File: src/sv/rst_pkg.sv
// Package for the ring successor table: field widths, codes, command and
// result types shared by the front end, the queue and the engine.
// Depends on nothing.
package rst_pkg;

   localparam int MAX_MEMBERS_DEF = 64;
   localparam int ID_WIDTH_DEF    = 64;
   localparam int QUEUE_DEPTH     = 2;

   localparam int KEY_W  = 64;
   localparam int ADDR_W = 32;
   localparam int PORT_W = 16;
   localparam int FIDX_W = 6;

   typedef enum logic [1:0] {
      OP_CLEAR  = 2'd0,
      OP_INSERT = 2'd1,
      OP_LOOKUP = 2'd2,
      OP_FINGER = 2'd3
   } op_type;

   typedef enum logic [2:0] {
      ST_OK    = 3'd0,
      ST_DUP   = 3'd1,
      ST_COLL  = 3'd2,
      ST_FULL  = 3'd3,
      ST_EMPTY = 3'd4
   } status_type;

   typedef enum logic [2:0] {
      E_IDLE,
      E_SCAN,
      E_DECIDE,
      E_SHRD,
      E_SHWR,
      E_INSWR,
      E_EMIT
   } eng_state_type;

   typedef struct packed {
      logic [KEY_W-1:0]  id;
      logic [ADDR_W-1:0] addr;
      logic [PORT_W-1:0] port;
   } member_type;

   typedef struct packed {
      op_type     op;
      member_type member;
   } cmd_type;

   typedef struct packed {
      status_type        status;
      member_type        succ;
      member_type        pred;
      logic [FIDX_W-1:0] finger_index;
      logic              last;
   } res_type;

   // A single closing result that carries only a status.
   function automatic res_type status_res(input status_type st);
      res_type r;
      r        = '0;
      r.status = st;
      r.last   = 1'b1;
      return r;
   endfunction

endpackage

File: src/sv/rst_front.sv
// Front end of the ring successor table: registers each request, decodes
// its opcode and hands the command to the queue. Depends on rst_pkg.
module rst_front (
   input  logic                       clock,
   input  logic                       reset,
   input  logic                       req_valid,
   output logic                       req_stall,
   input  logic [1:0]                 req_opcode,
   input  logic [rst_pkg::KEY_W-1:0]  req_key,
   input  logic [rst_pkg::ADDR_W-1:0] req_member_addr,
   input  logic [rst_pkg::PORT_W-1:0] req_member_port,
   input  logic                       q_full,
   output logic                       q_push,
   output rst_pkg::cmd_type           q_cmd
);
   import rst_pkg::*;

   logic    valid_ff, valid_in;
   cmd_type cmd_ff, cmd_in;
   logic    accept;

   assign req_stall = valid_ff && q_full;
   assign accept    = req_valid && !req_stall;
   assign q_push    = valid_ff && !q_full;
   assign q_cmd     = cmd_ff;

   always_comb begin
      valid_in = valid_ff;
      cmd_in   = cmd_ff;
      if (accept) begin
         valid_in         = 1'b1;
         cmd_in.op        = op_type'(req_opcode);
         cmd_in.member.id   = req_key;
         cmd_in.member.addr = req_member_addr;
         cmd_in.member.port = req_member_port;
      end else if (q_push) begin
         valid_in = 1'b0;
      end
   end

   always_ff @(posedge clock) begin
      if (reset) begin
         valid_ff <= 1'b0;
      end else begin
         valid_ff <= valid_in;
      end
      cmd_ff <= cmd_in;
   end

endmodule

File: config.mk
export PLATFORM = sky130hd
export DESIGN_NAME = rst_front
export DESIGN_NICKNAME = d
export VERILOG_FILES = /design/src/sv/rst_pkg.sv /design/src/sv/rst_front.sv
export SDC_FILE = /design/constraint.sdc
export NUM_CORES = 1
export LEC_CHECK = 0
export ABC_CLOCK_PERIOD_IN_PS = 5050
export BUFFER_PORTS_ARGS = -buffer_cell sky130_fd_sc_hd__buf_2
export CORE_ASPECT_RATIO = 2
export CORE_UTILIZATION = 41
export DETAILED_ROUTE_END_ITERATION = 8
export PLACE_DENSITY = 0.84
export REMOVE_ABC_BUFFERS = 1
export SYNTH_ARGS = -nofsm -noshare
export SYNTH_HDL_FRONTEND = slang
export SYNTH_SLANG_ARGS = --single-unit
File: constraint.sdc
create_clock -name clock -period 5.05 [get_ports clock]
set_input_delay 1.01 -clock clock [delete_from_list [all_inputs] [get_ports clock]]
set_output_delay 1.01 -clock clock [all_outputs]
set_load 0.1 [all_outputs]
==> results.py <==
metrics = {
    "logic_synthesis": {
        "yosys.cell_types.count": 7,
        "synth_top_area_cell": "edfxtp_1",
        "syn_area_sq_um": 3480,
        "ys_ff_latch": 115,
        "synthTopCellsByArea": "edfxtp_1 98%, dfxtp_1 0.58%, and2_4 0.25%, and2b_2 0.25%, nor2b_2 0.25%",
        "syn_area_per_cell_sq_um": 29.0,
        "yosysWarningCount": 0,
        "syn_inst": 120,
        "synthArstFlopShare_pct": 0,
        "synth_ff_type": "edfxtp_1",
        "synth.most_common_cell": "edfxtp_1",
        "synth_edf_count": 114,
        "yosysTopAreaCellShare_pct": 98.4,
        "synth.yosys.seq_area_share_pct": 99.0,
    },
    "placed_design": {
        "portBuffers": 233,
        "post-dp-hpwl_um": 5680,
        "place.gp.congestion": 0.743,
    },
    "cts": {
        "cts_tree": "built",
        "cts.sinks": 115,
        "holdBufCountCts": 0,
        "cts_setup_buffers": 0,
        "cts_buffer_depth": 2,
        "path_clk_slew_ns": 0.05,
        "cts_made_buffers": 17,
        "htreeDepth": 4,
        "insertion_delay_ns": 0.40,
        "cts-root-buf": "clkbuf_16",
        "postCtsResizedCells": 0,
    },
    "die": {
        "core_sq_um": 8230,
        "fp-row-count": 47,
        "dieArea_sq_um": 8880,
        "start_util_pct": 42.2,
        "die_w_um": 67.1,
        "fp.dieH_um": 132,
        "io_pins": 234,
    },
    "sta": {
        "worst_slew_pin_slew_ns": 1.08,
        "grt_setup_unrepaired": "no",
        "hold_violations": 0,
        "fin_crit_ns": 2.76,
        "finalSetupViolations": 0,
        "slew_headroom_pct": 28.1,
        "holdWs_ns": 0.521,
        "fmax_ghz": 0.363,
        "skew_ns": 0.00605,
        "fin_crit_sh_pct": 54.6,
        "fin_setup_tns_ns": 0,
        "finalMaxSlewViolations": 0,
    },
    "critical_path": {
        "critPathCaptureType": "output pin",
        "start_kind": "input pin",
        "arrival_ns": 1.75,
        "worstSetupPathType": "input pin to output pin",
        "path_max_fanout": 3,
        "required_ns": 4.04,
    },
    "power_and_ir_drop": {
        "power_mw": 2.82,
        "p_leak_nw": 2.34,
        "ir_drop_uv": 344,
        "powerDensity_nw_per_um2": 523,
    },
    "hold_path": {
        "hold_class": "flop to flop",
    },
    "route": {
        "routed_via_density": 4.40,
        "drc_errors": 0,
        "num_vias": 2132,
        "ant_nets": 0,
        "drtIter0Drc": 147,
        "drt_wl_total_um": 7800,
        "wl_per_cell_um": 16.1,
        "firstDrtPassIters": 4,
    },
    "global_routing": {
        "grt_max_degree": 77,
        "overflow": 0,
        "grt_pass1_wl_um": 11100,
        "grt_pass1_vias": 2249,
        "track_usage_pct": 18.2,
        "antenna_found_initial": 0,
    },
    "status": {
        "status": "completed",
    },
    "final_layout": {
        "final_layout_size_suffix_gt1_share_pct": 69.4,
        "diodes": 0,
        "area_growth_pct": 54.8,
        "nNetsFinal": 491,
        "fill_cells": 587,
    },
    "job": {
        "maxCapViolCount": 0,
    },
}
-- power by group --
part	internal [mW]	switching, mW	leakage, nW
registers	1.12	0.0128	1.11
clock network	0.771	0.403	0.282
logic	0.0688	0.444	0.950
-- metrics by stage --
stage / worst slack, ns / util [%] / area, sq um / cells
6_report: 2.29 / 65.4 / 5380 / 484
5_1_grt: 2.29 / 65.4 / 5380 / 484
4_1_cts: 2.30 / 65.4 / 5380 / 484
3_5_place_dp: 2.10 / 58.2 / 4790 / 452
3_3_place_gp: 2.21 / 58.2 / 4790 / 452
2_1_floorplan: 0.342 / - / 3480 / 120
-- critical path: stages --
cell     delay, ns
buf_2         0.11
and2b_2       0.21
buf_2         0.42
-- layer usage --
metal | GRT usage (%) | share of wire [%]
met2 | 30.4 | 55
met3 | 7.61 | 7.8
met1 | 17.1 | 33
met5 | 0 | 0
met4 | 12.1 | 3.7
-- registers in the layout, summed over array words and instances (netlist names) --
signal	flops
valid_ff	1
q_cmd	114
-- worst paths after layout --
kind                              start                    end  slack (ns)  cells past startpoint
setup / recovery                 q_full                 q_push        2.29                      3
hold / removal    valid_ff$_SDFFE_PP0P_  valid_ff$_SDFFE_PP0P_        0.52                      2
setup reg to reg  valid_ff$_SDFFE_PP0P_    q_cmd[89]$_DFFE_PP_        2.93                      3
hold reg to reg   valid_ff$_SDFFE_PP0P_  valid_ff$_SDFFE_PP0P_        0.52                      2
-- layout by cell type, fill, tap and decap left out --
cell	netlist	layout
clkinv_4	0	1
and2b_2	1	1
clkbuf_1	0	1
a21oi_1	1	1
edfxtp_1	114	114
clkinv_2	0	5
nor2_1	1	1
buf_2	0	233
buf_12	0	1
dfxtp_1	1	1
and2_4	1	1
clkbuf_16	0	17
clkinvlp_4	0	4
bufinv_16	0	3
nor2b_4	0	1
inv_6	0	1
-- logic make-up (layout without fill, tap and decap cells) --
| kind of cell | Yosys count | in the layout | share of synthesized area [%] |
|---|---|---|---|
| buffers and inverters | 0 | 266 | 0 |
| and+or+nand+nor | 4 | 4 | 0.863 |
| DFF | 115 | 115 | 99.0 |
| AOI/OAI and AO/OA | 1 | 1 | 0.144 |
-- layout make-up --
| type | instances | area, sq um | area share (%) |
|---|---|---|---|
| Sequential cell | 115 | 3440 | 64.0 |
| Timing Repair Buffer | 234 | 1190 | 22.0 |
| Clock buffer | 18 | 429 | 7.97 |
| Clock inverter | 14 | 163 | 3.02 |
| Tap cell | 98 | 123 | 2.28 |
| Multi-Input combinational cell | 5 | 40.0 | 0.744 |
No activity file was read; power rests on OpenSTA's default activity.
