==> src/sv/rst_pkg.sv <==
// Package for the ring successor table: field widths, codes, command and
// result types shared by the front end, the queue and the engine.
// Depends on nothing.
package rst_pkg;

   localparam int MAX_MEMBERS_DEF = 64;
   localparam int ID_WIDTH_DEF    = 64;
   localparam int QUEUE_DEPTH     = 2;

   localparam int KEY_W  = 64;
   localparam int ADDR_W = 32;
   localparam int PORT_W = 16;
   localparam int FIDX_W = 6;

   typedef enum logic [1:0] {
      OP_CLEAR  = 2'd0,
      OP_INSERT = 2'd1,
      OP_LOOKUP = 2'd2,
      OP_FINGER = 2'd3
   } op_type;

   typedef enum logic [2:0] {
      ST_OK    = 3'd0,
      ST_DUP   = 3'd1,
      ST_COLL  = 3'd2,
      ST_FULL  = 3'd3,
      ST_EMPTY = 3'd4
   } status_type;

   typedef enum logic [2:0] {
      E_IDLE,
      E_SCAN,
      E_DECIDE,
      E_SHRD,
      E_SHWR,
      E_INSWR,
      E_EMIT
   } eng_state_type;

   typedef struct packed {
      logic [KEY_W-1:0]  id;
      logic [ADDR_W-1:0] addr;
      logic [PORT_W-1:0] port;
   } member_type;

   typedef struct packed {
      op_type     op;
      member_type member;
   } cmd_type;

   typedef struct packed {
      status_type        status;
      member_type        succ;
      member_type        pred;
      logic [FIDX_W-1:0] finger_index;
      logic              last;
   } res_type;

   // A single closing result that carries only a status.
   function automatic res_type status_res(input status_type st);
      res_type r;
      r        = '0;
      r.status = st;
      r.last   = 1'b1;
      return r;
   endfunction

endpackage

==> src/sv/rst_queue.sv <==
// Short command queue between the front end and the engine.
// Depends on rst_pkg.
module rst_queue (
   input  logic             clock,
   input  logic             reset,
   input  logic             push,
   input  rst_pkg::cmd_type push_cmd,
   output logic             full,
   input  logic             pop,
   output logic             pop_valid,
   output rst_pkg::cmd_type pop_cmd
);
   import rst_pkg::*;

   localparam int PTR_W = (QUEUE_DEPTH > 1) ? $clog2(QUEUE_DEPTH) : 1;
   localparam int CNT_W = $clog2(QUEUE_DEPTH + 1);

   cmd_type            slot_ff [QUEUE_DEPTH];
   logic [PTR_W-1:0]   wr_ff, wr_in, rd_ff, rd_in;
   logic [CNT_W-1:0]   cnt_ff, cnt_in;
   logic               do_push, do_pop;

   assign full      = (cnt_ff == CNT_W'(QUEUE_DEPTH));
   assign pop_valid = (cnt_ff != '0);
   assign pop_cmd   = slot_ff[rd_ff];
   assign do_push   = push && !full;
   assign do_pop    = pop && pop_valid;

   always_comb begin
      wr_in  = wr_ff;
      rd_in  = rd_ff;
      cnt_in = cnt_ff;
      if (do_push) begin
         wr_in = (wr_ff == PTR_W'(QUEUE_DEPTH - 1)) ? '0 : wr_ff + 1'b1;
      end
      if (do_pop) begin
         rd_in = (rd_ff == PTR_W'(QUEUE_DEPTH - 1)) ? '0 : rd_ff + 1'b1;
      end
      if (do_push && !do_pop) begin
         cnt_in = cnt_ff + 1'b1;
      end else if (do_pop && !do_push) begin
         cnt_in = cnt_ff - 1'b1;
      end
   end

   always_ff @(posedge clock) begin
      if (reset) begin
         wr_ff  <= '0;
         rd_ff  <= '0;
         cnt_ff <= '0;
      end else begin
         wr_ff  <= wr_in;
         rd_ff  <= rd_in;
         cnt_ff <= cnt_in;
      end
      if (do_push) begin
         slot_ff[wr_ff] <= push_cmd;
      end
   end

endmodule

==> config.mk <==
export PLATFORM = sky130hd
export DESIGN_NAME = rst_queue
export DESIGN_NICKNAME = d
export VERILOG_FILES = /design/src/sv/rst_pkg.sv /design/src/sv/rst_queue.sv
export SDC_FILE = /design/constraint.sdc
export NUM_CORES = 1
export LEC_CHECK = 0
export BUFFER_PORTS_ARGS = -buffer_cell sky130_fd_sc_hd__buf_4
export CAP_MARGIN = 20
export CELL_PAD_IN_SITES_DETAIL_PLACEMENT = 2
export CELL_PAD_IN_SITES_GLOBAL_PLACEMENT = 2
export CORE_ASPECT_RATIO = 0.7
export CORE_MARGIN = 5
export CORE_UTILIZATION = 41
export CTS_CLUSTER_DIAMETER = 50
export CTS_CLUSTER_SIZE = 14
export DETAILED_ROUTE_END_ITERATION = 8
export PLACE_DENSITY_LB_ADDON = 0.3
export SETUP_SLACK_MARGIN = 0.02
export SLEW_MARGIN = 20
export SYNTH_ARGS = -nofsm -noshare
export SYNTH_HDL_FRONTEND = slang
export SYNTH_SLANG_ARGS = --single-unit
==> constraint.sdc <==
create_clock -name clock -period 6.45 [get_ports clock]
set_input_delay 1.29 -clock clock [delete_from_list [all_inputs] [get_ports clock]]
set_output_delay 1.29 -clock clock [all_outputs]
set_load 0.1 [all_outputs]
==> results of run 1 <==
-- where the power goes --
| group | internal, mW | switching [mW] |
|---|---|---|
| clock | 0.636 | 0.508 |
| sequential | 1.91 | 0.114 |
| combinational | 0.692 | 2.20 |
-- routing by layer --
metal  part of all wire (%)  routed length, µm
met4                    1.6                352
met3                    7.6               1650
met2                     51              11100
met5                      0                  0
met1                     40               8620
-- worst min path at each step --
stage / to / start / slack [ns] / cells past startpoint
3_5_place_dp: flop / rd_ff / 0.50 / 2
4_1_cts: flop / rd_ff / 0.52 / 2
6_report: flop / rd_ff / 0.51 / 2
5_1_grt: rd_ff / rd_ff / 0.55 / 2
3_3_place_gp: wr_ff / wr_ff / 0.47 / 2
2_1_floorplan: wr_ff / wr_ff / 0.45 / 2
-- state kept, by name, indices dropped and copies added (netlist names), named ones only --
register / cells
slot_ff: 228
rd_ff: 1
wr_ff: 1
cnt_ff: 2
-- cells in the final DEF, fill, tap and decap left out --
master and instances:
a21oi_1 2, and2_4 1, buf_12 1, buf_16 1
buf_4 235, bufinv_16 1, clkbuf_1 6, clkbuf_16 21
clkinv_2 1, clkinvlp_4 1, dfxtp_1 4, dfxtp_4 1
edfxtp_1 228, ha_1 1, inv_1 1, inv_4 1
inv_6 1, mux2_2 54, mux2_4 60, nor2_1 4
nor2b_2 1, o21ai_0 3, or2_2 1, or3_1 2
xor2_1 3
-- worst max-delay path, delay by kind of cell (launching register included) --
kind	cells	cell delay, ns
flops	1	0.88
buf+inv	2	0.68
mux	1	0.41
-- area by class of cell --
| type | count | area (µm²) | area share, % |
|---|---|---|---|
| clock inverter | 4 | 51.3 | 0.452 |
| tap | 276 | 345 | 3.05 |
| multi-input combinational | 132 | 1620 | 14.3 |
| inverter | 2 | 10.0 | 0.0883 |
| sequential | 233 | 6950 | 61.3 |
| timing repair buffer | 237 | 1810 | 16.0 |
| clock buffer | 27 | 548 | 4.83 |
-- per-stage QoR --
step	std cells	utilization (%)	area [µm²]	setup WS [ns]	hold slack, ns
6_report	911	54.5	11300	2.58	0.515
5_1_grt	911	54.5	11300	2.45	0.548
4_1_cts	910	54.4	11300	2.51	0.521
3_5_place_dp	879	51.5	10700	2.71	0.497
3_3_place_gp	879	51.5	10700	2.84	0.468
2_1_floorplan	380	-	8690	1.85	0.452
-- logic make-up (layout without fill, tap and decap cells) --
family / after synthesis / after routing
adder cells (fa/ha/maj): 1 / 1
AO/OA/AOI/OAI: 5 / 5
flip-flops: 233 / 233
XOR/XNOR: 3 / 3
buffers and inverters: 15 / 270
AND/OR/NAND/NOR: 9 / 9
multiplexers: 114 / 114
==> impl_results.md, run 1 <==
* Area leader, netlist: edfxtp_1
* Layout fillers at between 1.5k and 2k
* GRT Util Overall at 17.3%
* Final wirelength at 21.7 mm
* Initial DRT Pass Iterations at 4
* Fraction of layout cells with a size suffix above 1 at 60.0%
* Synthesized instance count at 380
* Setup TNS at 0 ns
* Simple-gate area share of the yosys netlist at 0.561%
* Clk buf depth at 3
* Largest net degree at the start of global routing at 80
* CP Data Required Time at 5.16 ns
* Dpl hpwl at roughly 15 mm
* CTS buffer count at 21
* Core Area at 20,800 µm²
* Buffer count from post-CTS setup fixing at 0
* Fin. max-slew vios at 0
* Pwr dens at 534 nW/µm²
* Worst-path clk slew at 0.06 ns
* Final setup vio count at 0
* Starting DRC count in detailed routing at roughly 240
* Clock root buffer: clkbuf_16
* Cell row count at 44
* Synthesized-area fraction occupied by adder cells at 0.144%
* Reg2Reg Setup Slack at 3.64 ns
* M3 GR Usage at 4.85%
* DR DRC count at 0
* CTS tree: built
* Worst setup SP type: flop
* Full die area at 24,300 µm²
* Antenna-violating nets left at 0
* Slowest cell on crit path: dfxtp_4
* I/O pin count at 234
* Status: complete, no violations
* RSZ-0062 raised after global routing: false
* CTS Hold Bufs at 0
* Number of global-route vias before repair at 5,126
* Max transition margin at 34.4%
* Top FF cell, synth: edfxtp_1
* Worst Path Arrival at 2.58 ns
* Critical path's largest stage delay at 0.88 ns
* Syn_nets at 499
* Final Hold Vio Count at 0
* Chip width at 184 µm
* Post-synthesis mux area share at between 10% and 20%
* GR peak layer: met2
* Layout area overhead at 30.4%
* Max frequency at about 260 MHz
* Crit path cell chain: buf_12, mux2_2, buf_4
* Tcrit/Tclk final at between 50% and 60%
* Most instantiated library cell after synthesis: edfxtp_1
* Seq cells post-synth at 233
* Largest family of logic cells by synthesized area: multiplexers
* Fin crit period at 3.87 ns
* Proportion of netlist area held by the largest area contributor at around 79%
* CP Capture Type: output pin
* Antenna violations before repair at 0
* Post-DR vias/cell at ~4.9
* CP endpoint: pop_cmd[91]
* Static Leak at 4.30 nW
* Crit-path max FO at 69
* Cell variety after synth at 17
* Pwr Total at 6.06 mW
* Maxcap violations at 0
* Met2 usage at 30.6%
* Worst r2r dst: slot_ff[0][15]
* Post-synth EDFFs at 228
* Hold WC Path Type: flop to flop
* Post_cts resized at 0
* Initial Util at roughly two fifths
* GR Overflow Total at 0
* Syn_area_per_cell at roughly 23 µm²
* First-pass GRT wire length at roughly 32 mm
* Commonest cells in the synthesized netlist: 228 x edfxtp_1, 60 x mux2_4, 54 x mux2_2
* Routed vias at 4,428
* VDD IR-drop max at 539 µV
* H-Tree Depth at 1
* ANT cells at 0
* Fin nets at 746
* Clock skew at 0.0126 ns
* Latest clock arrival within the worst-skew pair at 0.49 ns
* Cell Area, Synth at 8690 µm²
* DIE HEIGHT at 132 µm
* Worst-margin pin slew at 0.983 ns
* Area contributors post-synth: edfxtp_1 79%, mux2_4 10%, mux2_2 7.0%
* Met1 Usage GRT at 21.5%
* PortBufs at 233
* Compound-gate portion of the synthesized area at 0.288%
* Wire per inst at 23.8 µm
* Post-synth ARST share at 0%
* Syn. warnings at 0
* Sequential area share after synthesis at 79.9%
* CP Class: flop to output pin
* Worst r2r src: cnt_ff[0]
* Synth Area in XOR/XNOR at 0.302%
* CTS Sinks at 233
* Worst reg2reg path depth at 4
* Placer congestion estimate at 0.707
Note: power is estimated with default switching activity, not from simulation.
==> inputs of run 2 (changes only) <==
CORE_UTILIZATION = 38   (was 41)
clock period = 3.8 ns   (was 6.45 ns; I/O delays follow)
==> impl_results.md, run 2 (same netlist as run 1, synthesis figures left out) <==
* First-pass GRT wire length at 31.3 mm (-1.6%)
* PortBufs at 233 (unchanged)
* Core Area at 22,600 µm² (+8.4%)
* CP Class: flop to output pin
* Starting DRC count in detailed routing at 246 (+2.9%)
* Worst setup SP type: flop
* Cell row count at 46 (+4.5%)
* GR peak layer: met2
* Fin crit period at 2.72 ns
* Wire per inst at 22.2 µm (-6.7%)
* Final setup vio count at 0 (unchanged)
* Tcrit/Tclk final at 71.7%
* Final Hold Vio Count at 0 (unchanged)
* I/O pin count at 234 (unchanged)
* Routed vias at 4,426 (-0.045%)
* GR Overflow Total at 0 (unchanged)
* Fraction of layout cells with a size suffix above 1 at 61.0% (+1.0 points)
* Clk buf depth at 3 (unchanged)
* Critical path buffers and inverters at 2 (unchanged)
* CP Capture Type: output pin
* Final wirelength at 21.2 mm (-2.4%)
* Initial Util at 38.5% (-3.2 points)
* Final core occ at 51.2% (-3.3 points)
* Antenna violations before repair at 0 (unchanged)
* Layout area overhead at 32.8%
* Fin nets at 750 (+0.54%)
* CP Data Required Time at 3.04 ns (-2.12 ns)
* Multi-input gate area at 1620 µm² (unchanged)
* Setup TNS at 0 ns (unchanged)
* VDD IR-drop max at 493 µV (-8.5%)
* Post_cts resized at 0 (unchanged)
* CTS buffer count at 23 (+9.5%)
* Crit path cell chain: buf_12, mux2_2, buf_4
* Worst slack at placement at 1.52 ns (-1.19 ns)
* Latest clock arrival within the worst-skew pair at 0.51 ns (+0.02 ns)
* Static Leak at 4.37 nW (+1.7%)
* Hold WC Path Type: primary input to flop
* Crit-path max FO at 62 (-10%)
* Layout fillers at 2,048 (+12%)
* Full die area at 26,100 µm² (+7.4%)
* DIE HEIGHT at 137 µm (+3.6%)
* DR DRC count at 0 (unchanged)
* CTS Sinks at 233 (unchanged)
* Buffer count from post-CTS setup fixing at 0 (unchanged)
* Status: complete, no violations
* Worst r2r dst: slot_ff[0][63]
* Chip width at 191 µm (+3.7%)
* Largest net degree at the start of global routing at 79 (-1.3%)
* Number of global-route vias before repair at 5,180 (+1.1%)
* Worst Path Arrival at 1.96 ns (-0.62 ns)
* CTS tree: built
* Hold wc startpoint: push_cmd[107]
* CP top delay family: buffers and inverters
* Reg2Reg Setup Slack at 1.92 ns (-1.72 ns)
* Worst-path clk slew at 0.07 ns (about the same)
* Most frequent cells in the layout: 235 x buf_4, 228 x edfxtp_1, 60 x mux2_4
* Max reg flops at 228 (unchanged)
* Regs by FF count: slot_ff x228, cnt_ff x2
* Worst-margin pin slew at 0.597 ns (-0.387 ns)
* Met2 usage at 26.6% (-4.1 points)
* H-Tree Depth at 1 (unchanged)
* CTS Hold Bufs at 0 (unchanged)
* RSZ-0062 raised after global routing: false
* M3 GR Usage at 6.02% (+1.2 points)
* Worst Hold Endpoint: slot_ff[1][107]
* Most common cell after layout, fill and taps aside: buf_4
* Setup WS post-layout at 1.08 ns (-1.50 ns)
* Met1 Usage GRT at 19.8% (-1.7 points)
* Dpl hpwl at 15.0 mm (-1.0%)
* Hold Path Stages at 1 (-1)
* Clock skew at 0.0204 ns (+0.00787 ns)
* Clock root buffer: clkbuf_16
* FF/Latch Area at 6950 µm² (unchanged)
* Max transition margin at 60.2% (+26 points)
* Pwr dens at 918 nW/µm² (+72%)
* Fin. max-slew vios at 0 (unchanged)
* Slowest cell on crit path: mux2_2
* Worst reg2reg path depth at 4 (unchanged)
* GRT Util Overall at 15.8% (-1.4 points)
* Pwr Total at 10.6 mW (+75%)
* Antenna-violating nets left at 0 (unchanged)
* Worst r2r src: cnt_ff[0]
* Initial DRT Pass Iterations at 4 (unchanged)
* Critical path's largest stage delay at 0.40 ns (-0.48 ns)
* ANT cells at 0 (unchanged)
* Placer congestion estimate at 0.719 (+1.7%)
* Post-DR vias/cell at 4.64 (-4.5%)
* Reg with most FFs: slot_ff
* Max frequency at 367 MHz
* Maxcap violations at 0 (unchanged)
[run 2: metal layers]
metal	part of all wire, %	vias to the layer above
met1	40	2223
li1	-	1999
met4	1.9	0
met3	9.7	32
met2	48	172
met5	0	-
[run 2: worst max path at each step]
stage,cells past startpoint,endpoint,slack [ns]
floorplan,3,slot_ff[0][0],0.23
global placement,5,slot_ff[0][66],1.56
detailed placement,5,slot_ff[0][66],1.52
CTS,3,pop_cmd[98],1.05
global route,3,pop_cmd[98],1.00
finish,3,pop_cmd[98],1.08
[run 2: stage by stage]
step	hold slack [ns]	instances	area, µm²
after floorplan	0.452	380	8700
after global placement	0.480	918	10800
after detailed placement	0.500	918	10800
after CTS	0.405	953	11500
after global routing	0.402	953	11500
final	0.430	953	11500
[run 2: worst reg2reg max path, cell delays in order, from the launching register on]
cell        delay, ns
dfxtp_1          0.44
nor2b_2          0.09
or3_1            0.37
clkinvlp_4       0.12
buf_4            0.44
[run 2: cell type report]
cell class,count,share of cell area [%]
timing repair buffer,239,16.0
clock buffer,24,5.02
multi-input combinational,132,14.1
inverter,2,0.0975
tap,312,3.38
sequential,233,60.2
clock inverter,11,1.27
[run 2: power by group]
group,total (mW),switching (mW),internal (mW)
combinational,5.02,3.82,1.20
clock,2.24,0.932,1.31
sequential,3.33,0.102,3.23
